File: config.mk
export PLATFORM = sky130hd
export DESIGN_NAME = sha_front
export DESIGN_NICKNAME = d
export VERILOG_FILES = /design/src/hdl/sha_pkg.sv /design/src/hdl/sha_front.sv
export SDC_FILE = /design/constraint.sdc
export NUM_CORES = 2
export LEC_CHECK = 0
export BUFFER_PORTS_ARGS = -buffer_cell sky130_fd_sc_hd__buf_2
export CORE_AREA = 2 2 318 320
export CTS_BUF_LIST = sky130_fd_sc_hd__clkbuf_8
export CTS_CLUSTER_SIZE = 40
export DETAILED_ROUTE_END_ITERATION = 16
export DIE_AREA = 0 0 320 322
export SETUP_SLACK_MARGIN = 0.5
export SYNTH_ARGS = -nofsm -noshare
export SYNTH_HDL_FRONTEND = slang
export SYNTH_SLANG_ARGS = --single-unit
File: constraint.sdc
create_clock -name clk -period 19.9 [get_ports clk]
set_clock_uncertainty 0.05 [all_clocks]
set_input_delay 3.98 -clock clk [delete_from_list [all_inputs] [get_ports clk]]
set_output_delay 3.98 -clock clk [all_outputs]
set_load 0.005 [all_outputs]
File: src/hdl/sha_pkg.sv
// SHA-256 shared constants and round functions.
`timescale 1ns / 1ps
package sha_pkg;

	localparam int unsigned BlockBytes = 64;
	localparam int unsigned RoundCount = 64;
	localparam int unsigned QueueDepth = 2;
	localparam logic [7:0]  PadByte    = 8'h80;
	localparam logic [5:0]  LenStart   = 6'd56;

	typedef enum logic [1:0] {
		CmdNone  = 2'd0,
		CmdBlock = 2'd1,
		CmdFinal = 2'd2
	} cmd_t;

	typedef struct packed {
		logic [511:0] block;
		logic         last;
	} blk_req_t;

	typedef enum logic [1:0] {
		BkIdle  = 2'd0,
		BkRound = 2'd1,
		BkAdd   = 2'd2,
		BkOut   = 2'd3
	} bk_state_t;

	typedef enum logic [2:0] {
		FrGather = 3'd0,
		FrPadA   = 3'd1,
		FrPadB   = 3'd2,
		FrPush2  = 3'd3
	} fr_state_t;

	function automatic logic [255:0] init_hash();
		return {32'h6a09e667, 32'hbb67ae85, 32'h3c6ef372, 32'ha54ff53a,
			32'h510e527f, 32'h9b05688c, 32'h1f83d9ab, 32'h5be0cd19};
	endfunction

	function automatic logic [31:0] round_k(input logic [5:0] i);
		logic [31:0] k [64];
		k = '{
		32'h428a2f98, 32'h71374491, 32'hb5c0fbcf, 32'he9b5dba5, 32'h3956c25b, 32'h59f111f1,
		32'h923f82a4, 32'hab1c5ed5, 32'hd807aa98, 32'h12835b01, 32'h243185be, 32'h550c7dc3,
		32'h72be5d74, 32'h80deb1fe, 32'h9bdc06a7, 32'hc19bf174, 32'he49b69c1, 32'hefbe4786,
		32'h0fc19dc6, 32'h240ca1cc, 32'h2de92c6f, 32'h4a7484aa, 32'h5cb0a9dc, 32'h76f988da,
		32'h983e5152, 32'ha831c66d, 32'hb00327c8, 32'hbf597fc7, 32'hc6e00bf3, 32'hd5a79147,
		32'h06ca6351, 32'h14292967, 32'h27b70a85, 32'h2e1b2138, 32'h4d2c6dfc, 32'h53380d13,
		32'h650a7354, 32'h766a0abb, 32'h81c2c92e, 32'h92722c85, 32'ha2bfe8a1, 32'ha81a664b,
		32'hc24b8b70, 32'hc76c51a3, 32'hd192e819, 32'hd6990624, 32'hf40e3585, 32'h106aa070,
		32'h19a4c116, 32'h1e376c08, 32'h2748774c, 32'h34b0bcb5, 32'h391c0cb3, 32'h4ed8aa4a,
		32'h5b9cca4f, 32'h682e6ff3, 32'h748f82ee, 32'h78a5636f, 32'h84c87814, 32'h8cc70208,
		32'h90befffa, 32'ha4506ceb, 32'hbef9a3f7, 32'hc67178f2};
		return k[i];
	endfunction

	function automatic logic [31:0] rotr(input logic [31:0] x, input int n);
		return (x >> n) | (x << (32 - n));
	endfunction

endpackage

File: src/hdl/sha_front.sv
// Byte gatherer and padder: builds 64-byte blocks and pushes them to the queue.
`timescale 1ns / 1ps
module sha_front (
	input  logic                 clk,
	input  logic                 arst_n,
	input  logic [7:0]           data_byte,
	input  logic                 byte_present,
	input  logic                 end_of_message,
	input  logic                 valid,
	output logic                 ready,
	output logic                 push,
	output sha_pkg::blk_req_t    push_req,
	input  logic                 push_room
);
	sha_pkg::fr_state_t state_q, state_d;
	logic [511:0] buf_q, buf_d;
	logic [5:0]   fill_q, fill_d;
	logic [63:0]  bits_q, bits_d;
	logic [511:0] pad_blk;
	logic [63:0]  len_q;
	logic [63:0]  len_d;

	// byte i sits at bits [511-8i -: 8]
	always_comb begin
		pad_blk = buf_q;
		for (int i = 0; i < 64; i++) begin
			if (6'(i) > fill_q) pad_blk[511 - 8*i -: 8] = 8'h00;
		end
		pad_blk[511 - 8*fill_q -: 8] = sha_pkg::PadByte;
	end

	always_ff @(posedge clk or negedge arst_n) begin
		if (!arst_n) begin
			state_q <= sha_pkg::FrGather;
			fill_q  <= '0;
			bits_q  <= '0;
		end else begin
			state_q <= state_d;
			fill_q  <= fill_d;
			bits_q  <= bits_d;
		end
	end

	always_ff @(posedge clk) begin
		buf_q <= buf_d;
		len_q <= len_d;
	end

	always_comb begin
		state_d  = state_q;
		buf_d    = buf_q;
		fill_d   = fill_q;
		bits_d   = bits_q;
		len_d    = len_q;
		push     = 1'b0;
		push_req = '0;
		ready    = 1'b0;
		case (state_q)
			sha_pkg::FrGather: begin
				ready = push_room;
				if (valid && push_room) begin
					if (byte_present) begin
						buf_d[511 - 8*fill_q -: 8] = data_byte;
						bits_d = bits_q + 64'd8;
						fill_d = fill_q + 6'd1;
						if (fill_q == 6'd63) begin
							push          = 1'b1;
							push_req.block = buf_d;
							push_req.last  = 1'b0;
						end
					end
					if (end_of_message) begin
						len_d   = bits_d;
						state_d = sha_pkg::FrPadA;
					end
				end
			end
			sha_pkg::FrPadA: begin
				if (push_room) begin
					push_req.block = pad_blk;
					if (fill_q < sha_pkg::LenStart) begin
						push_req.block[63:0] = len_q;
						push_req.last        = 1'b1;
						state_d              = sha_pkg::FrGather;
						fill_d               = '0;
						bits_d               = '0;
					end else begin
						push_req.last = 1'b0;
						state_d       = sha_pkg::FrPadB;
					end
					push = 1'b1;
				end
			end
			sha_pkg::FrPadB: begin
				if (push_room) begin
					push                 = 1'b1;
					push_req.block       = '0;
					push_req.block[63:0] = len_q;
					push_req.last        = 1'b1;
					state_d              = sha_pkg::FrGather;
					fill_d               = '0;
					bits_d               = '0;
				end
			end
			default: state_d = sha_pkg::FrGather;
		endcase
	end
endmodule

==> flow_summary.json <==
{
  "status": "complete, no violations",
  "clk_pin_slew_worst_paths_ns": 0.05,
  "multi_input_area_um2": 14500,
  "worst_setup_path_end_kind": "primary output",
  "cts.sinks": 642,
  "drtIter0Drc": 3910,
  "required_ns": 15.87,
  "drtAntennaViolNets": 0,
  "start_util_pct": 34.7,
  "antenna_found_initial": 12,
  "cts_hold_buf": 0,
  "syn-num-nets": 3729,
  "cts_buffers": 113,
  "clock_latency_ns": 0.78,
  "core_area_um2": 99600,
  "num_rows": 116,
  "yosys.area.top_type": "edfxtp_1",
  "relSlewSlack_pct": 9.67,
  "ctsHtreeMaxLevel": 3,
  "slew_viol_final": 0,
  "synth_xor_area_share_pct": 1.39,
  "power.density_nw_per_um2": 104,
  "cp.arrival_ns": 7.18,
  "cts_root_buf": "clkbuf_8",
  "worstHoldStart": "buf_q[72]",
  "ios": 529,
  "grt_pass1_vias": 28600,
  "whs_path_depth": 2,
  "peakVddDrop_mv": 0.0772,
  "ys_ff_latch": 642,
  "overflow": 0,
  "yosysMostFrequentCell": "nand2_1",
  "avgRoutedWirePerCell_um": 25.7,
  "synth_area_leaders": "edfxtp_1, nand2_1, o21ai_0",
  "reg2reg_to": "buf_q[482]",
  "rsz0062_at_grt": "no",
  "crit_path_start_kind": "input pin",
  "setup_viol_count_final": 0,
  "synth-adder-area-share_pct": 0.434,
  "tightest_slew_ns": 1.34,
  "worstReg2RegStart": "state_q[1]",
  "synth_edf_count": 573,
  "grt_max_degree": 189,
  "cts_resized": 0,
  "cts_tree": "yes",
  "yosys.area.top_type_share_pct": 49.7,
  "nets": 4154,
  "async_flop_share_pct": 10.7,
  "worstRegToRegCells": 6,
  "worst-r2r-setup-slack_ns": 15.56,
  "power_leakage_nw": 17.3,
  "synth.yosys.seq_area_share_pct": 54.7,
  "hold_path_class": "register to register",
  "synth_top_family_by_area": "simple AND/OR/NAND/NOR gates",
  "hold_viol_final": 0,
  "vias_per_cell": 5.61,
  "dpl.hpwl_mm": 98.9,
  "gp_congestion": 0.905,
  "vias": 31000,
  "fp.dieH_um": 322,
  "avgSynthCellArea_um2": 9.34,
  "synth_commonest_cells": "nand2_1, edfxtp_1, o21ai_0",
  "nFillCells": 10000,
  "max_freq_ghz": 0.0892,
  "drc": 0,
  "synth-simple-area-share_pct": 22.8,
  "grtUsageTotal_pct": 26.5,
  "synth-main-ff-cell": "edfxtp_1",
  "fin_crit_sh_pct": 56.3,
  "netlist_area_um2": 34600,
  "hold-path-endpoint": "buf_q[72]",
  "syn_inst": 3703,
  "drv_cap": 0,
  "die_width_um": 320,
  "io_buffers": 528,
  "routed_wl_mm": 142,
  "synth-warning-count": 0,
  "drive_gt1_share_pct": 18.0,
  "finalCriticalPeriod_ns": 11.21,
  "post_cts_buffers": 0,
  "final_cells": 5521,
  "synthMuxAreaShare_pct": 1.51,
  "cp_max_fo": 16,
  "fp.dieArea_um2": 103000,
  "grt_pass1_wl_mm": 201,
  "fin_tns_setup_ns": 0,
  "synth_compound_area_share_pct": 15.6,
  "clk_path_buf_depth": 3,
  "first_pass_iters": 9,
  "area.growth.synth_to_final_pct": 17.1,
  "synth_cell_types": 59,
  "critical_path_class": "input pin to primary output",
  "seq_area_um2": 18900,
  "dpl.cell_count": 5311
}
==> cells in the final DEF (no fill, tap or decap), types with 19 or more instances in the layout <==
cell type	netlist	layout
nand2_1	759	759
edfxtp_1	573	573
o21ai_0	531	531
buf_2	24	528
nor2_1	339	336
and2_1	224	224
a21oi_1	119	119
clkbuf_8	0	119
a22oi_1	107	107
nand3_1	102	102
and3_1	80	80
inv_1	48	77
dfrtp_1	69	68
nor3_1	61	58
buf_4	1	44
mux2i_1	41	41
clkinv_1	3	36
xor2_1	32	32
nand4_1	27	27
a222oi_1	26	26
o31ai_1	24	24
xnor2_1	23	23
nor3b_1	20	20
a21o_1	20	20
nand2b_1	19	19
==> sequential cells by signal, indices dropped and copies added (netlist names) <==
name,flops
bits_q,61
state_q,2
buf_q,512
fill_q,6
len_q,61
==> how the worst max path moves through the flow <==
stage                       from             to  slack, ns  cells past startpoint
floorplan              push_room       buf_q[0]       4.78                      3
global placement       push_room    push_req[5]       8.85                      7
detailed placement     push_room    push_req[5]       8.78                      7
CTS                    push_room    push_req[5]       8.78                      7
global route        byte_present  push_req[414]       8.53                      9
finish                 push_room    push_req[5]       8.69                      7
==> critical path, stage by stage <==
cell      delay, ns
buf_2          0.20
and3_1         0.55
nand2_1        0.54
nor3_1         1.18
a222oi_1       0.39
nor2_1         0.19
buf_2          0.13
==> power by group <==
group / switching, mW / internal (mW)
combinational: 0.996 / 0.340
clock: 0.592 / 0.665
sequential: 0.0488 / 1.59
total: 1.64 / 2.60
==> final cells by class <==
cell class | instances | area share, %
antenna | 6 | 0.0371
clock buffer | 119 | 4.04
clock inverter | 85 | 1.45
inverter | 51 | 0.491
multi-input combinational | 2746 | 35.8
sequential | 642 | 46.7
tap | 1298 | 4.01
timing repair buffer | 574 | 7.44
==> routing by layer <==
metal,routed length (um),vias to the layer above,global-route usage [%]
li1,-,14100,-
met1,58500,15100,35.0
met2,65900,1477,42.5
met3,12800,244,6.24
met4,4540,12,9.42
met5,78,-,0
==> metrics by stage <==
| stage | setup WS, ns | total power [mW] | cell area (um2) | utilization (%) | hold slack, ns |
|---|---|---|---|---|---|
| after global placement | 8.85 | 2.97 | 38300 | 38.4 | 0.471 |
| after CTS | 8.78 | 4.23 | 40500 | 40.7 | 0.496 |
| final | 8.69 | 4.23 | 40500 | 40.7 | 0.494 |
| after global routing | 8.53 | 4.40 | 40500 | 40.7 | 0.511 |
| after detailed placement | 8.78 | 2.98 | 38300 | 38.4 | 0.480 |
| after floorplan | 4.78 | 2.40 | 34600 | - | 0.443 |
==> logic make-up after synthesis <==
logic type	count (synthesis)
simple gates	1712
fa+ha+maj	12
flops	642
buf+inv	315
xor+xnor	55
compound gates	916
mux	51
No activity file was read; power rests on OpenSTA's default activity.
