File: src/hdl/sha_pkg.sv
// SHA-256 shared constants and round functions.
`timescale 1ns / 1ps
package sha_pkg;

	localparam int unsigned BlockBytes = 64;
	localparam int unsigned RoundCount = 64;
	localparam int unsigned QueueDepth = 2;
	localparam logic [7:0]  PadByte    = 8'h80;
	localparam logic [5:0]  LenStart   = 6'd56;

	typedef enum logic [1:0] {
		CmdNone  = 2'd0,
		CmdBlock = 2'd1,
		CmdFinal = 2'd2
	} cmd_t;

	typedef struct packed {
		logic [511:0] block;
		logic         last;
	} blk_req_t;

	typedef enum logic [1:0] {
		BkIdle  = 2'd0,
		BkRound = 2'd1,
		BkAdd   = 2'd2,
		BkOut   = 2'd3
	} bk_state_t;

	typedef enum logic [2:0] {
		FrGather = 3'd0,
		FrPadA   = 3'd1,
		FrPadB   = 3'd2,
		FrPush2  = 3'd3
	} fr_state_t;

	function automatic logic [255:0] init_hash();
		return {32'h6a09e667, 32'hbb67ae85, 32'h3c6ef372, 32'ha54ff53a,
			32'h510e527f, 32'h9b05688c, 32'h1f83d9ab, 32'h5be0cd19};
	endfunction

	function automatic logic [31:0] round_k(input logic [5:0] i);
		logic [31:0] k [64];
		k = '{
		32'h428a2f98, 32'h71374491, 32'hb5c0fbcf, 32'he9b5dba5, 32'h3956c25b, 32'h59f111f1,
		32'h923f82a4, 32'hab1c5ed5, 32'hd807aa98, 32'h12835b01, 32'h243185be, 32'h550c7dc3,
		32'h72be5d74, 32'h80deb1fe, 32'h9bdc06a7, 32'hc19bf174, 32'he49b69c1, 32'hefbe4786,
		32'h0fc19dc6, 32'h240ca1cc, 32'h2de92c6f, 32'h4a7484aa, 32'h5cb0a9dc, 32'h76f988da,
		32'h983e5152, 32'ha831c66d, 32'hb00327c8, 32'hbf597fc7, 32'hc6e00bf3, 32'hd5a79147,
		32'h06ca6351, 32'h14292967, 32'h27b70a85, 32'h2e1b2138, 32'h4d2c6dfc, 32'h53380d13,
		32'h650a7354, 32'h766a0abb, 32'h81c2c92e, 32'h92722c85, 32'ha2bfe8a1, 32'ha81a664b,
		32'hc24b8b70, 32'hc76c51a3, 32'hd192e819, 32'hd6990624, 32'hf40e3585, 32'h106aa070,
		32'h19a4c116, 32'h1e376c08, 32'h2748774c, 32'h34b0bcb5, 32'h391c0cb3, 32'h4ed8aa4a,
		32'h5b9cca4f, 32'h682e6ff3, 32'h748f82ee, 32'h78a5636f, 32'h84c87814, 32'h8cc70208,
		32'h90befffa, 32'ha4506ceb, 32'hbef9a3f7, 32'hc67178f2};
		return k[i];
	endfunction

	function automatic logic [31:0] rotr(input logic [31:0] x, input int n);
		return (x >> n) | (x << (32 - n));
	endfunction

endpackage

File: src/hdl/sha_back.sv
// SHA-256 compression engine, one round per cycle, with digest output register.
`timescale 1ns / 1ps
module sha_back (
	input  logic              clk,
	input  logic              arst_n,
	input  logic              avail,
	input  sha_pkg::blk_req_t head,
	output logic              pop,
	output logic [63:0]       digest_word0,
	output logic [63:0]       digest_word1,
	output logic [63:0]       digest_word2,
	output logic [63:0]       digest_word3,
	output logic              out_valid,
	input  logic              out_ready
);
	sha_pkg::bk_state_t state_q, state_d;
	logic [255:0] h_q;
	logic [31:0]  v_q [8];
	logic [31:0]  w_q [16];
	logic [5:0]   rnd_q;
	logic         last_q;
	logic [255:0] dig_q;
	logic         ov_q;
	logic [31:0]  t1, t2, wn, s0, s1, ch, mj, b0, b1;
	logic [255:0] sum;

	always_comb begin
		b1 = sha_pkg::rotr(v_q[4], 6) ^ sha_pkg::rotr(v_q[4], 11) ^ sha_pkg::rotr(v_q[4], 25);
		ch = (v_q[4] & v_q[5]) ^ (~v_q[4] & v_q[6]);
		t1 = v_q[7] + b1 + ch + sha_pkg::round_k(rnd_q) + w_q[0];
		b0 = sha_pkg::rotr(v_q[0], 2) ^ sha_pkg::rotr(v_q[0], 13) ^ sha_pkg::rotr(v_q[0], 22);
		mj = (v_q[0] & v_q[1]) ^ (v_q[0] & v_q[2]) ^ (v_q[1] & v_q[2]);
		t2 = b0 + mj;
		s0 = sha_pkg::rotr(w_q[1], 7) ^ sha_pkg::rotr(w_q[1], 18) ^ (w_q[1] >> 3);
		s1 = sha_pkg::rotr(w_q[14], 17) ^ sha_pkg::rotr(w_q[14], 19) ^ (w_q[14] >> 10);
		wn = s1 + w_q[9] + s0 + w_q[0];
		for (int i = 0; i < 8; i++)
			sum[255 - 32*i -: 32] = h_q[255 - 32*i -: 32] + v_q[i];
	end

	assign pop          = (state_q == sha_pkg::BkIdle) && avail && !ov_q;
	assign out_valid    = ov_q;
	assign digest_word0 = dig_q[255:192];
	assign digest_word1 = dig_q[191:128];
	assign digest_word2 = dig_q[127:64];
	assign digest_word3 = dig_q[63:0];

	always_comb begin
		state_d = state_q;
		case (state_q)
			sha_pkg::BkIdle:  if (pop) state_d = sha_pkg::BkRound;
			sha_pkg::BkRound: if (rnd_q == 6'd63) state_d = sha_pkg::BkAdd;
			sha_pkg::BkAdd:   state_d = sha_pkg::BkIdle;
			default:          state_d = sha_pkg::BkIdle;
		endcase
	end

	always_ff @(posedge clk or negedge arst_n) begin
		if (!arst_n) begin
			state_q <= sha_pkg::BkIdle;
			h_q     <= sha_pkg::init_hash();
			ov_q    <= 1'b0;
			rnd_q   <= '0;
		end else begin
			state_q <= state_d;
			if (ov_q && out_ready) ov_q <= 1'b0;
			if (pop) rnd_q <= '0;
			else if (state_q == sha_pkg::BkRound) rnd_q <= rnd_q + 6'd1;
			if (state_q == sha_pkg::BkAdd) begin
				if (last_q) begin
					h_q  <= sha_pkg::init_hash();
					ov_q <= 1'b1;
				end else begin
					h_q <= sum;
				end
			end
		end
	end

	always_ff @(posedge clk) begin
		if (pop) begin
			last_q <= head.last;
			for (int i = 0; i < 16; i++) w_q[i] <= head.block[511 - 32*i -: 32];
			for (int i = 0; i < 8; i++)  v_q[i] <= h_q[255 - 32*i -: 32];
		end else if (state_q == sha_pkg::BkRound) begin
			for (int i = 0; i < 15; i++) w_q[i] <= w_q[i+1];
			w_q[15] <= wn;
			v_q[7] <= v_q[6];
			v_q[6] <= v_q[5];
			v_q[5] <= v_q[4];
			v_q[4] <= v_q[3] + t1;
			v_q[3] <= v_q[2];
			v_q[2] <= v_q[1];
			v_q[1] <= v_q[0];
			v_q[0] <= t1 + t2;
		end
		if (state_q == sha_pkg::BkAdd && last_q) dig_q <= sum;
	end
endmodule

File: config.mk
export PLATFORM = sky130hd
export DESIGN_NAME = sha_back
export DESIGN_NICKNAME = d
export VERILOG_FILES = /design/src/hdl/sha_pkg.sv /design/src/hdl/sha_back.sv
export SDC_FILE = /design/constraint.sdc
export NUM_CORES = 2
export LEC_CHECK = 0
export CAP_MARGIN = 20
export CELL_PAD_IN_SITES_DETAIL_PLACEMENT = 0
export CELL_PAD_IN_SITES_GLOBAL_PLACEMENT = 1
export CORE_MARGIN = 1.5
export CORE_UTILIZATION = 51
export CTS_CLUSTER_DIAMETER = 150
export CTS_CLUSTER_SIZE = 16
export DETAILED_ROUTE_END_ITERATION = 8
export DONT_BUFFER_PORTS = 1
export GPL_TIMING_DRIVEN = 0
export HOLD_SLACK_MARGIN = 0.08
export PLACE_DENSITY_LB_ADDON = 0.1
export SYNTH_ARGS = -nofsm -noshare
export SYNTH_HDL_FRONTEND = slang
export SYNTH_SLANG_ARGS = --single-unit
File: constraint.sdc
create_clock -name clk -period 18.5 [get_ports clk]
set_input_delay 3.7 -clock clk [delete_from_list [all_inputs] [get_ports clk]]
set_output_delay 3.7 -clock clk [all_outputs]
set_load 0.03 [all_outputs]
==> flow_summary.yaml <==
outcome:
  status: "finished clean"
sta:
  max_slew_margin_pct: 14.20
  rsz0062_at_grt: "false"
  setup_viol: 0
  period_needed_ns: 12.82
  skew_ns: 0.06030
  fmax_mhz: 78.02
  slew_viol_final: 0
  period_share_pct: 69.28
  hold_viol_final: 0
  worstMarginPinSlew_ns: 1.278
synth:
  muxShareOfSynthArea_pct: 0.7463
  synth.area.top_cells: "edfxtp_1, nand2_1, ha_1"
  synth_xor_area_share_pct: 6.669
  synth_top_cell_area_share_pct: 39.57
  synth_edf_count: 1025
  synthSimpleGateAreaFrac_pct: 15.71
  ys_types: 94
  synth_largest_area_cell: "edfxtp_1"
  ys.flop_type: "edfxtp_1"
  syn-instance-count: 7815
  synth_seq_cells: 1290
  synth.most_common_cell: "nand2_1"
  async_reset_ff_share_pct: 20.54
  synth_fp_nets: 8917
  synth_compound_area_share_pct: 13.86
  syn_avg_cell_area_um2: 9.954
  ys_seq_area_share_pct: 48.31
  synthAdderAreaFrac_pct: 11.33
  synth_top_family_by_area: "simple AND/OR/NAND/NOR gates"
  yosys-top-cells-count: "nand2_1, edfxtp_1, xnor2_1"
  synth_area_um2: 77790
  yosys_warnings: 0
grt:
  grt_overflow_total: 0
  antenna_found_initial: 53
  grt_pass1_wl_mm: 441.6
  grt_pass1_vias: 59730
  globalRouteTotalUtil_pct: 40.14
  grt_max_degree: 266
clock_tree:
  post-cts-setup-buffer-count: 0
  worstSkewPairLatency_ns: 0.79
  cts_resized: 0
  htree_levels: 3
  cts_hold_repair.buffers: 0
  cts.clk_slew.worst_paths_ns: 0.09
  cts_tree: "built"
  numCtsBuffers: 91
  clk_path_buf_depth: 3
  cts_root_buf: "clkbuf_16"
  clock-sinks: 1290
placed_design:
  hpwl_mm: 258.4
  gp_congestion: 1.041
  numPortBuffers: 0
  dpl.cell_count: 9895
die:
  fp.dieW_um: 393.5
  die_area_um2: 154900
  coreArea_um2: 151700
  die-height_um: 393.5
  io_pins: 775
  start_util_pct: 51.27
  rows: 143
worst_setup_path:
  crit_type: "flop to flop"
  worstPathMaxFanout: 12
  crit_path_start_kind: "flop"
  critPathRequiredTime_ns: 19.00
  cpMostUsedCell: "fa_1"
  worst_setup_path_end_kind: "flop"
  cp.arrival_ns: 13.31
  max_stage_delay_ns: 0.96
  crit_slowest_cell: "nor2_1"
  critPathLaunch: "rnd_q[1]"
  regToRegStartpoint: "rnd_q[1]"
drt:
  via_per_inst: 6.169
  drc_errors: 0
  initialDrtViolationCount: 6864
  first_pass_iters: 6
  ant_nets: 0
  routedWlPerCell_um: 31.52
  vias: 62210
  wl_mm: 317.9
cells_and_area:
  drive_above_1_share_pct: 4.514
  areaGrowthSynthToFinish_pct: 7.970
  finalNetCount: 9061
  stdcell_count: 10080
worst_hold_path:
  min_from: "h_q[224]"
  holdCritPathClass: "flop to flop"
flow_run:
  maxCapViolCount: 0
## cells in the final DEF (no fill, tap or decap), types with 59 or more instances in the layout
cell	synthesis	routed
nand3_1	74	74
clkbuf_16	0	91
a21oi_1	340	340
dfrtp_1	129	129
clkbuf_1	335	387
xor2_1	153	153
a22o_1	113	113
a21o_1	198	198
xnor2_1	434	433
nand2_1	2352	2352
edfxtp_1	1025	1025
inv_1	322	321
nor3_1	79	79
dfstp_2	136	136
nor2_1	291	290
fa_1	195	195
o21bai_1	59	59
o22a_1	122	122
o21ai_0	307	307
ha_1	390	390
## cells by family after synthesis
| logic type | after synthesis |
|---|---|
| simple gates | 3028 |
| compound gates | 1573 |
| flops | 1290 |
| buf+inv | 699 |
| xor+xnor | 589 |
| fa+ha+maj | 588 |
| mux | 48 |
## final timing paths
| check | cells after the start | end | slack (ns) |
|---|---|---|---|
| max reg2reg | 39 | v_q[0][29] | 5.68 |
| min | 2 | h_q[224] | 0.47 |
| min in group asynchronous | 0 | h_q[148] | 2.62 |
| max in group asynchronous | 0 | h_q[236] | 15.17 |
| min reg2reg | 2 | h_q[224] | 0.47 |
| max | 39 | v_q[0][29] | 5.68 |
## flip-flops by register name, summed over array words and instances (netlist names)
signal,cells
out_valid,1
rnd_q,6
last_q,1
w_q,512
v_q,256
h_q,256
dig_q,256
state_q,2
## through the flow
| stage | hold WS [ns] | setup TNS (ns) | area [µm²] | setup slack, ns | util, % |
|---|---|---|---|---|---|
| 2_1_floorplan | 0.4445 | 0 | 77790 | 2.246 | - |
| 3_3_place_gp | 0.4512 | -2953.46 | 80330 | -3.957 | 52.95 |
| 3_5_place_dp | 0.4602 | 0 | 81220 | 5.984 | 53.53 |
| 4_1_cts | 0.4705 | 0 | 83890 | 5.943 | 55.29 |
| 5_1_grt | 0.4857 | 0 | 83960 | 5.256 | 55.34 |
| 6_report | 0.4701 | 0 | 83990 | 5.683 | 55.36 |
## final cells by class
class                   instances  area [µm²]
fillers                     13710       67740
multi-input cells            5826       37590
flip-flops and latches       1290       37580
well taps                    2030        2540
clock buffers                 145        2490
plain buffers                 376        1416
inverters                     323        1216
repair buffers                 51       882.1
clock inverters                 9       182.7
diodes                         34       85.08
## routing by layer
layer / GRT usage, % / part of all wire (%)
met3: 8.788 / 9.6
met1: 52.18 / 39
met4: 21.77 / 6.2
met5: 0 / 0.044
met2: 62.71 / 45
## critical path: cells and delay by family, from the launching register on
kind            cells  cell delay [ns]
compound gates     16             3.95
xor+xnor            2             0.89
fa+ha+maj           8             3.43
buf+inv             6             1.62
flops               1             0.65
simple gates        7             1.95
Power is not shown: default switching activity piles up to over one toggle a cycle in this logic, so the estimate is an artifact.
