File: src/hdl/sha_pkg.sv
// SHA-256 shared constants and round functions.
`timescale 1ns / 1ps
package sha_pkg;

	localparam int unsigned BlockBytes = 64;
	localparam int unsigned RoundCount = 64;
	localparam int unsigned QueueDepth = 2;
	localparam logic [7:0]  PadByte    = 8'h80;
	localparam logic [5:0]  LenStart   = 6'd56;

	typedef enum logic [1:0] {
		CmdNone  = 2'd0,
		CmdBlock = 2'd1,
		CmdFinal = 2'd2
	} cmd_t;

	typedef struct packed {
		logic [511:0] block;
		logic         last;
	} blk_req_t;

	typedef enum logic [1:0] {
		BkIdle  = 2'd0,
		BkRound = 2'd1,
		BkAdd   = 2'd2,
		BkOut   = 2'd3
	} bk_state_t;

	typedef enum logic [2:0] {
		FrGather = 3'd0,
		FrPadA   = 3'd1,
		FrPadB   = 3'd2,
		FrPush2  = 3'd3
	} fr_state_t;

	function automatic logic [255:0] init_hash();
		return {32'h6a09e667, 32'hbb67ae85, 32'h3c6ef372, 32'ha54ff53a,
			32'h510e527f, 32'h9b05688c, 32'h1f83d9ab, 32'h5be0cd19};
	endfunction

	function automatic logic [31:0] round_k(input logic [5:0] i);
		logic [31:0] k [64];
		k = '{
		32'h428a2f98, 32'h71374491, 32'hb5c0fbcf, 32'he9b5dba5, 32'h3956c25b, 32'h59f111f1,
		32'h923f82a4, 32'hab1c5ed5, 32'hd807aa98, 32'h12835b01, 32'h243185be, 32'h550c7dc3,
		32'h72be5d74, 32'h80deb1fe, 32'h9bdc06a7, 32'hc19bf174, 32'he49b69c1, 32'hefbe4786,
		32'h0fc19dc6, 32'h240ca1cc, 32'h2de92c6f, 32'h4a7484aa, 32'h5cb0a9dc, 32'h76f988da,
		32'h983e5152, 32'ha831c66d, 32'hb00327c8, 32'hbf597fc7, 32'hc6e00bf3, 32'hd5a79147,
		32'h06ca6351, 32'h14292967, 32'h27b70a85, 32'h2e1b2138, 32'h4d2c6dfc, 32'h53380d13,
		32'h650a7354, 32'h766a0abb, 32'h81c2c92e, 32'h92722c85, 32'ha2bfe8a1, 32'ha81a664b,
		32'hc24b8b70, 32'hc76c51a3, 32'hd192e819, 32'hd6990624, 32'hf40e3585, 32'h106aa070,
		32'h19a4c116, 32'h1e376c08, 32'h2748774c, 32'h34b0bcb5, 32'h391c0cb3, 32'h4ed8aa4a,
		32'h5b9cca4f, 32'h682e6ff3, 32'h748f82ee, 32'h78a5636f, 32'h84c87814, 32'h8cc70208,
		32'h90befffa, 32'ha4506ceb, 32'hbef9a3f7, 32'hc67178f2};
		return k[i];
	endfunction

	function automatic logic [31:0] rotr(input logic [31:0] x, input int n);
		return (x >> n) | (x << (32 - n));
	endfunction

endpackage

File: src/hdl/sha_queue.sv
// Small block-request FIFO between gatherer and compression engine.
`timescale 1ns / 1ps
module sha_queue #(
	parameter int unsigned DEPTH = sha_pkg::QueueDepth
) (
	input  logic              clk,
	input  logic              arst_n,
	input  logic              push,
	input  sha_pkg::blk_req_t push_req,
	output logic              room,
	input  logic              pop,
	output logic              avail,
	output sha_pkg::blk_req_t head
);
	localparam int AW = (DEPTH > 1) ? $clog2(DEPTH) : 1;
	sha_pkg::blk_req_t mem_q [DEPTH];
	logic [AW-1:0] wp_q, rp_q;
	logic [AW:0]   cnt_q;

	assign room  = cnt_q != (AW+1)'(DEPTH);
	assign avail = cnt_q != '0;
	assign head  = mem_q[rp_q];

	always_ff @(posedge clk or negedge arst_n) begin
		if (!arst_n) begin
			wp_q  <= '0;
			rp_q  <= '0;
			cnt_q <= '0;
		end else begin
			if (push) wp_q <= (wp_q == AW'(DEPTH-1)) ? '0 : wp_q + AW'(1);
			if (pop)  rp_q <= (rp_q == AW'(DEPTH-1)) ? '0 : rp_q + AW'(1);
			cnt_q <= cnt_q + (AW+1)'(push) - (AW+1)'(pop);
		end
	end

	always_ff @(posedge clk) begin
		if (push) mem_q[wp_q] <= push_req;
	end
endmodule

File: config.mk
export PLATFORM = sky130hd
export DESIGN_NAME = sha_queue
export DESIGN_NICKNAME = d
export VERILOG_FILES = /design/src/hdl/sha_pkg.sv /design/src/hdl/sha_queue.sv
export SDC_FILE = /design/constraint.sdc
export NUM_CORES = 1
export LEC_CHECK = 0
export ABC_AREA = 1
export BUFFER_PORTS_ARGS = -buffer_cell sky130_fd_sc_hd__buf_2
export CELL_PAD_IN_SITES_DETAIL_PLACEMENT = 0
export CELL_PAD_IN_SITES_GLOBAL_PLACEMENT = 1
export CORE_AREA = 2 2 406 408
export CTS_BUF_LIST = sky130_fd_sc_hd__clkbuf_16
export CTS_CLUSTER_DIAMETER = 30
export DETAILED_ROUTE_END_ITERATION = 16
export DIE_AREA = 0 0 408 410
export PLACE_DENSITY = 0.5
export SYNTH_ARGS = -nofsm -noshare
export SYNTH_HDL_FRONTEND = slang
export SYNTH_SLANG_ARGS = --single-unit
File: constraint.sdc
create_clock -name clk -period 68.4 [get_ports clk]
set_input_delay 0 -clock clk [delete_from_list [all_inputs] [get_ports clk]]
set_output_delay 0 -clock clk [all_outputs]
set_load 0.05 [all_outputs]
==> results of run 1 <==
[what timing repair did]
item | in CTS | in global routing
endpoints found under the setup margin | 0 | 0
setup buffers | 0 | 0
hold buffers | 1032 | 0
hold endpoints to repair | 1106 | 0
[final cells by class]
type	count	area [µm²]	area share, %
diodes	8	20.0	0.0309
flip-flops and latches	1030	30900	47.7
inverters	520	1960	3.02
repair buffers	2085	15700	24.2
well taps	2189	2740	4.22
clock buffers	286	7160	11.0
clock inverters	196	1800	2.78
multi-input cells	1040	4580	7.06
[layer usage]
layer / routed length (µm) / track usage (%) / up-vias
met5: 59 / 0 / -
met4: 3980 / 6.04 / 8
met3: 10100 / 5.89 / 228
met2: 60800 / 24.1 / 966
met1: 45900 / 15.1 / 13200
li1: - / - / 13800
[logic make-up (layout without fill, tap and decap cells)]
| family | Yosys count | after routing | synth area share, % |
|---|---|---|---|
| fa+ha+maj | 2 | 2 | 0.0658 |
| flops | 1030 | 1030 | 81.3 |
| xor+xnor | 2 | 2 | 0.0461 |
| simple gates | 523 | 523 | 5.16 |
| compound gates | 513 | 513 | 6.75 |
| other cells | 0 | 8 | 0 |
| buf+inv | 634 | 3087 | 6.72 |
[cells in the final DEF, fill, tap and decap left out]
cell / Yosys / final
dfrtp_4: 0 / 1
inv_6: 0 / 7
dlygate4sd3_1: 0 / 1032
nor2_4: 0 / 1
clkbuf_16: 0 / 286
clkinv_1: 0 / 46
clkinv_2: 0 / 43
clkinv_16: 0 / 1
clkinv_8: 0 / 2
bufinv_16: 0 / 33
nand2_1: 521 / 521
nand3_1: 1 / 1
diode_2: 0 / 8
xor2_1: 2 / 2
edfxtp_1: 1026 / 1026
buf_12: 0 / 3
dfrtp_1: 4 / 3
buf_2: 51 / 1031
o21ai_0: 464 / 464
ha_1: 2 / 2
o21ai_1: 49 / 49
clkinv_4: 0 / 1
buf_4: 6 / 19
inv_8: 0 / 1
clkinvlp_4: 0 / 14
inv_1: 520 / 568
[power by group through the flow]
stage / Combinational, mW / Sequential, mW / Clock [mW]
6_report: 1.13 / 0.873 / 1.23
5_1_grt: 1.20 / 0.884 / 1.29
4_1_cts: 1.15 / 0.874 / 1.25
3_5_place_dp: 1.10 / 0.884 / 0
3_3_place_gp: 1.10 / 0.882 / 0
2_1_floorplan: 0.801 / 0.964 / 0
[worst paths after layout]
check	startpoint	to	depth (start not counted)
worst max register to register	wp_q$_DFFE_PN0P_	mem_q[0][443]$_DFFE_PP_	5
worst min register to register	wp_q$_DFFE_PN0P_	wp_q$_DFFE_PN0P_	1
min in group clk	push	mem_q[0][41]$_DFFE_PP_	4
worst min-delay path	arst_n	rp_q$_DFFE_PN0P_	3
max in group asynchronous	arst_n	rp_q$_DFFE_PN0P_	3
worst max-delay path	rp_q$_DFFE_PN0P_	head[412]	7
[Yosys cell counts (all sizes together)]
library cell,count,area [µm²]
nand2,521,1960
nor2,1,3.75
edfxtp,1026,30800
xor2,2,17.5
nand3,1,5.00
buf,69,435
inv,520,1950
clkbuf,45,169
dfrtp,4,100
ha,2,25.0
o21ai,513,2570
[sequential cells by signal, indices dropped and copies added (netlist names)]
signal / count
mem_q: 1026
wp_q: 1
cnt_q: 2
rp_q: 1
[through the flow]
stage | cells | setup WS [ps] | hold WS [ps] | area [µm²]
final | 7354 | 62600 | 112 | 64900
after global routing | 7353 | 62010 | 77.3 | 64900
after CTS | 7346 | 62500 | 20.8 | 64800
after detailed placement | 5832 | 63500 | -161 | 45600
after global placement | 5832 | 63560 | -163 | 45600
after floorplan | 2704 | 45350 | -296 | 38000
[critical path, cell delays in order, from the launching register on]
cell	delay [ps]
dfrtp_4	950
buf_4	750
buf_4	790
buf_4	810
buf_4	810
nand2_1	130
o21ai_1	150
buf_2	300
==> reports/metrics.yaml, run 1 <==
crit_fanout: 106
tns_ps: 0
r2r_slack_ps: 63920
grt_usage_pct: 14.0
vias: 28200
clkPwrFrac_pct: 38.0
power.switching_mw: 1.31
initial_utilization_pct: 23.3
yosysSeqAreaShare_pct: 81.3
power_frac_seq_pct: 27.0
clock_tree.buffer_depth: 4
rsz0062_at_grt: "no"
place_congestion: 0.834
grt.overflow.total: 0
synthCells: 2704
cp-start-kind: "flop"
power.share.switching_pct: 40.4
ys_warn_count: 0
p_leak_nw: 27.5
antenna_found_initial: 18
vdd_ir_drop_max_uv: 36.8
grt_pass1_wl_mm: 175
final_layout_size_suffix_gt1_share_pct: 28.0
grt_max_degree: 261
critPathRequiredTime_ps: 68400
die_w_um: 408
cts_root_buf: "clkbuf_16"
wl_mm: 121
cts.clk_slew.worst_paths_ps: 40
p_int_mw: 1.93
drt_first_pass_iters: 5
core-area_um2: 163000
ys_ff_latch: 1030
numPortBuffers: 1031
die_h_um: 410
dieArea_um2: 167000
p_total_mw: 3.23
drcViolationCount: 0
htreeDepth: 5
drtAntennaViolNets: 0
power_density_nw_per_um2: 49.9
wire_per_inst_um: 16.4
critPathCaptureType: "output port"
status: "complete, no violations"
final_util_pct: 39.7
cts_buffers: 284
ys_types: 14
tightest_slew_ps: 1230
hpwl_mm: 80.5
area_growth_pct: 70.5
syn-num-nets: 3223
setup_viol: 0
rows: 149
finalCritPeriodShare_pct: 8.49
cts_resized: 0
drtIter0Drc: 1422
clk_latency_ps: 870
avgSynthCellArea_um2: 14.1
worstSetupPathType: "reg -> out"
synthesis.area_um2: 38000
finalHoldViolations: 0
finClkSkew_ps: 55.8
cp.arrival_ps: 5800
hold_class: "in -> async"
cap_viol_max_count: 0
fmax_mhz: 172
num-fill-cells: 15800
io_pins: 1032
cts_tree: "built"
p_comb_share_pct: 35.0
maxSlewHeadroom_pct: 17.9
slew_viol_final: 0
cts.sinks: 1030
grt_pass1_vias: 28600
nNetsFinal: 5480
min_period_ps: 5800
viasPerCell: 3.83
(Power assumes the default switching activity.)
==> run 2, diff against run 1 <==
- ABC_AREA: 1 -> 0
- CORE_AREA: 2 2 406 408 -> 2 2 407 409
- DIE_AREA: 0 0 408 410 -> 0 0 409 411
- clock period: 68.4 -> 5 ns (I/O delays scaled with it)
==> run 2 against run 1 <==
Net effect: area after synthesis increased by 3.1%; clock power increased to 14 times the previous value; clock-buffer cell count increased by 13; via count decreased by 12%; flip-flop and latch count unchanged; total power increased to 14 times the previous value; synthesized cell count decreased by 40%; worst hold slack got worse by 31 ps; largest cell class unchanged; highest routed layer unchanged.
==> reports/metrics.yaml, run 2 <==
r2r_end: "mem_q[0][428]$_DFFE_PP_"
yosysSeqAreaShare_pct: 78.8
drtIter0Drc: 975
grt_pass1_vias: 26900
yosysMostFrequentCell: "edfxtp_1"
synth_area_leaders: "edfxtp_1 79%, mux2_4 18%, mux2_2 1.5%, buf_8 1.1%, buf_6 0.63%"
ys_warn_count: 0
critPathRequiredTime_ps: 5000
maxSlewHeadroom_pct: 38.1
numPortBuffers: 1031
fmax_mhz: 308
ys_ff_latch: 1030
synth_compound_area_share_pct: 0
finalCritPeriodShare_pct: 64.8
final_util_pct: 40.6
synth_edf_count: 1026
clk_latency_ps: 870
io_pins: 1032
multiInputGateArea_um2: 7600
place_congestion: 0.746
vias: 24800
r2r_cells: 3
crit_start: "rp_q$_DFFE_PN0P_"
ys_types: 15
final_layout_size_suffix_gt1_share_pct: 48.1
layout_common_cells: "1032 x dlygate4sd3_1, 1031 x buf_2, 1026 x edfxtp_1, 460 x mux2_4, 299 x clkbuf_16"
setup_viol: 0
rsz0062_at_grt: "no"
slew_viol_final: 0
synthAdderAreaFrac_pct: 0.0638
die_h_um: 411
rr_startpoint: "wp_q$_DFFE_PN0P_"
synth_mux_area_share_pct: 19.1
seq_area_um2: 30900
cts_buffers: 292
status: "complete, no violations"
async_flop_share_pct: 0.388
initial_utilization_pct: 23.9
htreeDepth: 5
critPathCaptureType: "output port"
cts.sinks: 1030
num-fill-cells: 15100
mostFrequentLayoutCell: "dlygate4sd3_1"
synthTopCellsByCount: "1026 x edfxtp_1, 460 x mux2_4, 53 x mux2_2"
drt_first_pass_iters: 5
post-cts-setup-buffers: 0
syn-num-nets: 2130
worstSetupPathType: "reg -> out"
vdd_ir_drop_max_uv: 448
r2r_slack_ps: 2760
regMostFlops: "mem_q"
nNetsFinal: 4479
wire_per_inst_um: 19.2
drcViolationCount: 0
hold_class: "in -> reg"
synthesis.area_um2: 39200
synth_top_cell_by_area: "edfxtp_1"
cts.clk_slew.worst_paths_ps: 40
largest_reg_flops: 1026
finalHoldViolations: 0
synth-xor-area-share_pct: 0.105
synth_top_family_by_area: "multiplexers"
cts_tree: "built"
wl_mm: 122
min_period_ps: 3240
die_w_um: 409
area_growth_pct: 69.6
synthCells: 1611
cp.arrival_ps: 3240
avgSynthCellArea_um2: 24.4
clock_tree.buffer_depth: 4
p_leak_nw: 27.1
drtAntennaViolNets: 0
synth_ff_type: "edfxtp_1"
finClkSkew_ps: 45.4
synth_top_area_share_pct: 78.5
power_density_nw_per_um2: 674
cap_viol_max_count: 0
hpwl_mm: 83.0
cts_root_buf: "clkbuf_16"
core-area_um2: 164000
antenna_found_initial: 23
grt.overflow.total: 0
rows: 149
tightest_slew_ps: 928
grt_usage_pct: 14.1
reg_top3: "mem_q: 1026 flops, cnt_q: 2 flops"
grt_pass1_wl_mm: 174
crit_fanout: 84
yosys.area_share.simple_pct: 0.0638
critPathCapture: "head[501]"
viasPerCell: 3.89
dieArea_um2: 168000
grt_max_degree: 119
cp-start-kind: "flop"
tns_ps: 0
[run 2: changes by cell type in the layout (fill, tap and decap cells not counted), moves of 6 or more]
cell | previous run | this run
buf_4 | 19 | 39
nand2_1 | 521 | 0
clkbuf_16 | 286 | 299
mux2_2 | 0 | 53
buf_12 | 3 | 10
o21ai_0 | 464 | 0
o21ai_1 | 49 | 0
mux2_4 | 0 | 460
inv_1 | 568 | 50
diode_2 | 8 | 14
[run 2: metrics by stage]
stage | worst slack (ps) | cells | cell area (µm²) | total power [mW] | hold slack, ps
4_1_cts | 1640 | 6357 | 66500 | 45.5 | 95.7
6_report | 1760 | 6371 | 66600 | 44.8 | 80.4
2_1_floorplan | -3460 | 1611 | 39200 | 24.3 | -296
3_3_place_gp | 2630 | 4823 | 46900 | 27.2 | -186
5_1_grt | 1570 | 6369 | 66500 | 46.6 | 95.2
3_5_place_dp | 2630 | 4823 | 46900 | 27.3 | -178
[run 2: critical path, stage by stage (launching register included)]
cell and delay [ps]:
dfrtp_4 990, buf_12 510, mux2_2 420, buf_2 210
[run 2: where the power goes]
| part | internal (mW) | total (mW) | leakage, nW | switching [mW] |
|---|---|---|---|---|
| clock network | 12.2 | 17.3 | 4.71 | 5.08 |
| registers | 11.5 | 12.0 | 9.68 | 0.461 |
| logic | 4.98 | 15.6 | 12.7 | 10.6 |
[run 2: worst min path at each step]
stage | from | slack, ps | end | depth (start not counted)
floorplan | arst_n | -300 | cnt_q[0]$_DFF_PN0_ | 0
global placement | arst_n | -190 | rp_q$_DFFE_PN0P_ | 1
detailed placement | arst_n | -180 | rp_q$_DFFE_PN0P_ | 1
CTS | pop | 100 | cnt_q[1]$_DFF_PN0_ | 4
global route | push_req[499] | 100 | mem_q[0][499]$_DFFE_PP_ | 2
finish | push_req[499] | 80 | mem_q[1][499]$_DFFE_PP_ | 2
[run 2: cell type report]
cell class                      count  area share, %
Clock inverter                    203           2.68
Tap cell                         2189           4.12
Multi-Input combinational cell    522           11.4
Timing Repair Buffer             2112           24.0
Clock buffer                      299           11.2
Sequential cell                  1030           46.5
Antenna cell                       14         0.0526
Inverter                            2         0.0113
[run 2: per-layer routing]
layer  track usage (%)  routed length, µm  vias to the layer above
met5                 0                 43                        -
met4              5.75               3280                        8
met3              7.03              12800                      226
met2              24.0              61200                     1023
met1              14.8              45100                    12200
li1                  -                  -                    11300
[run 2: cell families after synthesis]
kind of cell / count (synthesis)
xor gates and xnor gates: 3
adders and majority gates: 2
buffers and inverters: 59
DFF: 1030
muxes: 513
and+or+nand+nor: 4
[run 2: what timing repair did]
action / in CTS / in global routing
hold buffers: 1032 / 0
endpoints found under the hold margin: 1143 / 0
resized for setup: 0 / 0
==> run 3, diff against run 2 <==
- CORE_AREA: 2 2 407 409 -> 2 2 400 402
- DIE_AREA: 0 0 409 411 -> 0 0 402 404
- clock period: 5 -> 3.35 ns (I/O delays scaled with it)
==> run 3 against run 2 <==
Net effect: sequential power is 48% higher; sequential share of layout area is 1.0 points higher; clock skew is 15 ps lower; flip-flop and latch count stayed put.
==> reports/metrics.yaml, run 3 (synthesis gave the netlist of run 2 again) <==
status: "complete, no violations"
wire_per_inst_um: 19.8
setup_viol: 0
dp_slack_ps: 1120
drtAntennaViolNets: 0
die_h_um: 404
clk_latency_ps: 800
fin_cells: 6188
multiInputGateArea_um2: 7600
worstSetupPathType: "reg -> out"
critPathRequiredTime_ps: 3350
post-cts-setup-buffers: 0
met3RoutedLength_mm: 11.5
grt_pass1_wl_mm: 175
dieArea_um2: 162000
finClkSkew_ps: 30.6
grt.overflow.total: 0
grt_pass1_vias: 27300
finalHoldViolations: 0
p_int_mw: 39.9
rows: 146
htreeDepth: 4
finalCritPeriodShare_pct: 88.5
cts_buffers: 233
num-fill-cells: 14300
top_layer: "met5"
cp_num_buf_inv: 2
clock_tree.buffer_depth: 3
cts.sinks: 1030
final_layout_size_suffix_gt1_share_pct: 48.4
worstPathCellList: "buf_4 -> mux2_2 -> buf_2"
die_w_um: 402
power_frac_seq_pct: 27.9
initial_utilization_pct: 24.9
place_congestion: 0.816
tightest_slew_ps: 749
viasPerCell: 3.96
rsz0062_at_grt: "no"
hold_class: "in -> reg"
reg_top3: "mem_q: 1026 flops, cnt_q: 2 flops"
layout_common_cells: "1031 x buf_2, 1026 x edfxtp_1, 1015 x dlygate4sd3_1, 460 x mux2_4, 234 x clkbuf_16"
hpwl_mm: 85.4
antenna_found_initial: 43
fmax_mhz: 337
drt_first_pass_iters: 5
nNetsFinal: 4406
slowest_stage: "dfrtp_4"
mostFrequentLayoutCell: "buf_2"
grt_usage_pct: 14.7
clkPwrFrac_pct: 35.5
crit_path_max_incr_delay_ps: 800
critPathCaptureType: "output port"
vias: 24500
maxSlewHeadroom_pct: 50.1
cp-start-kind: "flop"
cp.arrival_ps: 2960
wl_mm: 123
crit_start: "rp_q$_DFFE_PN0P_"
p_comb_share_pct: 36.6
cap_viol_max_count: 0
area_growth_pct: 66.0
fin_ws_ps: 386
wl_met1_mm: 44.8
p_leak_nw: 26.3
power.switching_mw: 23.7
crit_fanout: 44
power.share.switching_pct: 37.3
core-area_um2: 158000
drcViolationCount: 0
io_pins: 1032
numPortBuffers: 1031
rr_startpoint: "wp_q$_DFFE_PN0P_"
vdd_ir_drop_max_uv: 717
place_inst: 4709
seq_area_um2: 30900
hp-start: "push_req[430]"
cts.clk_slew.worst_paths_ps: 40
largest_reg_flops: 1026
power_density_nw_per_um2: 977
min_period_ps: 2960
regMostFlops: "mem_q"
cts_root_buf: "clkbuf_16"
drtIter0Drc: 1037
slew_viol_final: 0
grt_max_degree: 94
dr_wl_met2_mm: 61.4
crit_family: "buffers and inverters"
cts_tree: "built"
run 3: cell types whose count changed in the layout (fill, tap and decap cells not counted), sizes merged:
cell / before / now
clkbuf: 299 / 234
inv: 59 / 36
clkinvlp: 15 / 35
dlygate4sd3: 1032 / 1015
diode: 14 / 25
bufinv: 31 / 35
buf: 1080 / 1083
clkinv: 100 / 101
run 3: path summary, 6_finish.rpt:
path	depth (start not counted)	slack, ps	end
worst max-delay path	3	390	head[16]
worst min register to register	1	560	wp_q$_DFFE_PN0P_
worst min-delay path	2	50	mem_q[1][430]$_DFFE_PP_
max in group asynchronous	3	2990	rp_q$_DFFE_PN0P_
min in group asynchronous	3	140	wp_q$_DFFE_PN0P_
worst max register to register	3	1310	mem_q[0][37]$_DFFE_PP_
run 3: layout make-up:
type | instances | area share [%]
tap | 2072 | 3.98
clock inverter | 205 | 3.34
sequential | 1030 | 47.5
clock buffer | 234 | 8.99
multi-input combinational | 522 | 11.7
timing repair buffer | 2098 | 24.5
antenna | 25 | 0.0960
inverter | 2 | 0.0115
run 3: worst reg2reg max path, cell delays in order (launching register included):
cell and delay (ps):
dfrtp_1 420, nor2b_4 190, buf_12 340, buf_4 690
run 3: metrics by stage:
| step | cell area, µm² | setup TNS (ps) | util [%] | total power, mW | hold WS (ps) |
|---|---|---|---|---|---|
| after floorplan | 39200 | -4571840 | - | 36.3 | -296 |
| after global placement | 46900 | 0 | 29.7 | 40.4 | -194 |
| after detailed placement | 46900 | 0 | 29.7 | 40.6 | -182 |
| after CTS | 65100 | 0 | 41.2 | 64.5 | 5.85 |
| after global routing | 65100 | 0 | 41.3 | 66.1 | 21.7 |
| final | 65100 | 0 | 41.3 | 63.7 | 45.3 |
run 3: timing repair:
| action | 4_1_cts | 5_1_grt |
|---|---|---|
| hold buffers | 1015 | 0 |
| hold endpoints to repair | 1165 | 0 |
| resized for setup | 0 | 0 |
| setup endpoints to repair | 0 | 0 |
run 3: metal layers:
layer	global-route usage (%)	vias up
met4	7.14	16
met5	0	-
met1	15.2	12000
met3	6.71	286
li1	-	11200
met2	25.1	957
run 3: power groups by stage:
stage / Sequential [mW] / Clock [mW] / Combinational, mW
after floorplan: 18.5 / 0 / 17.8
after global placement: 17.9 / 0 / 22.5
after detailed placement: 18.0 / 0 / 22.5
after CTS: 17.8 / 23.1 / 23.6
after global routing: 18.0 / 23.8 / 24.3
final: 17.8 / 22.6 / 23.3
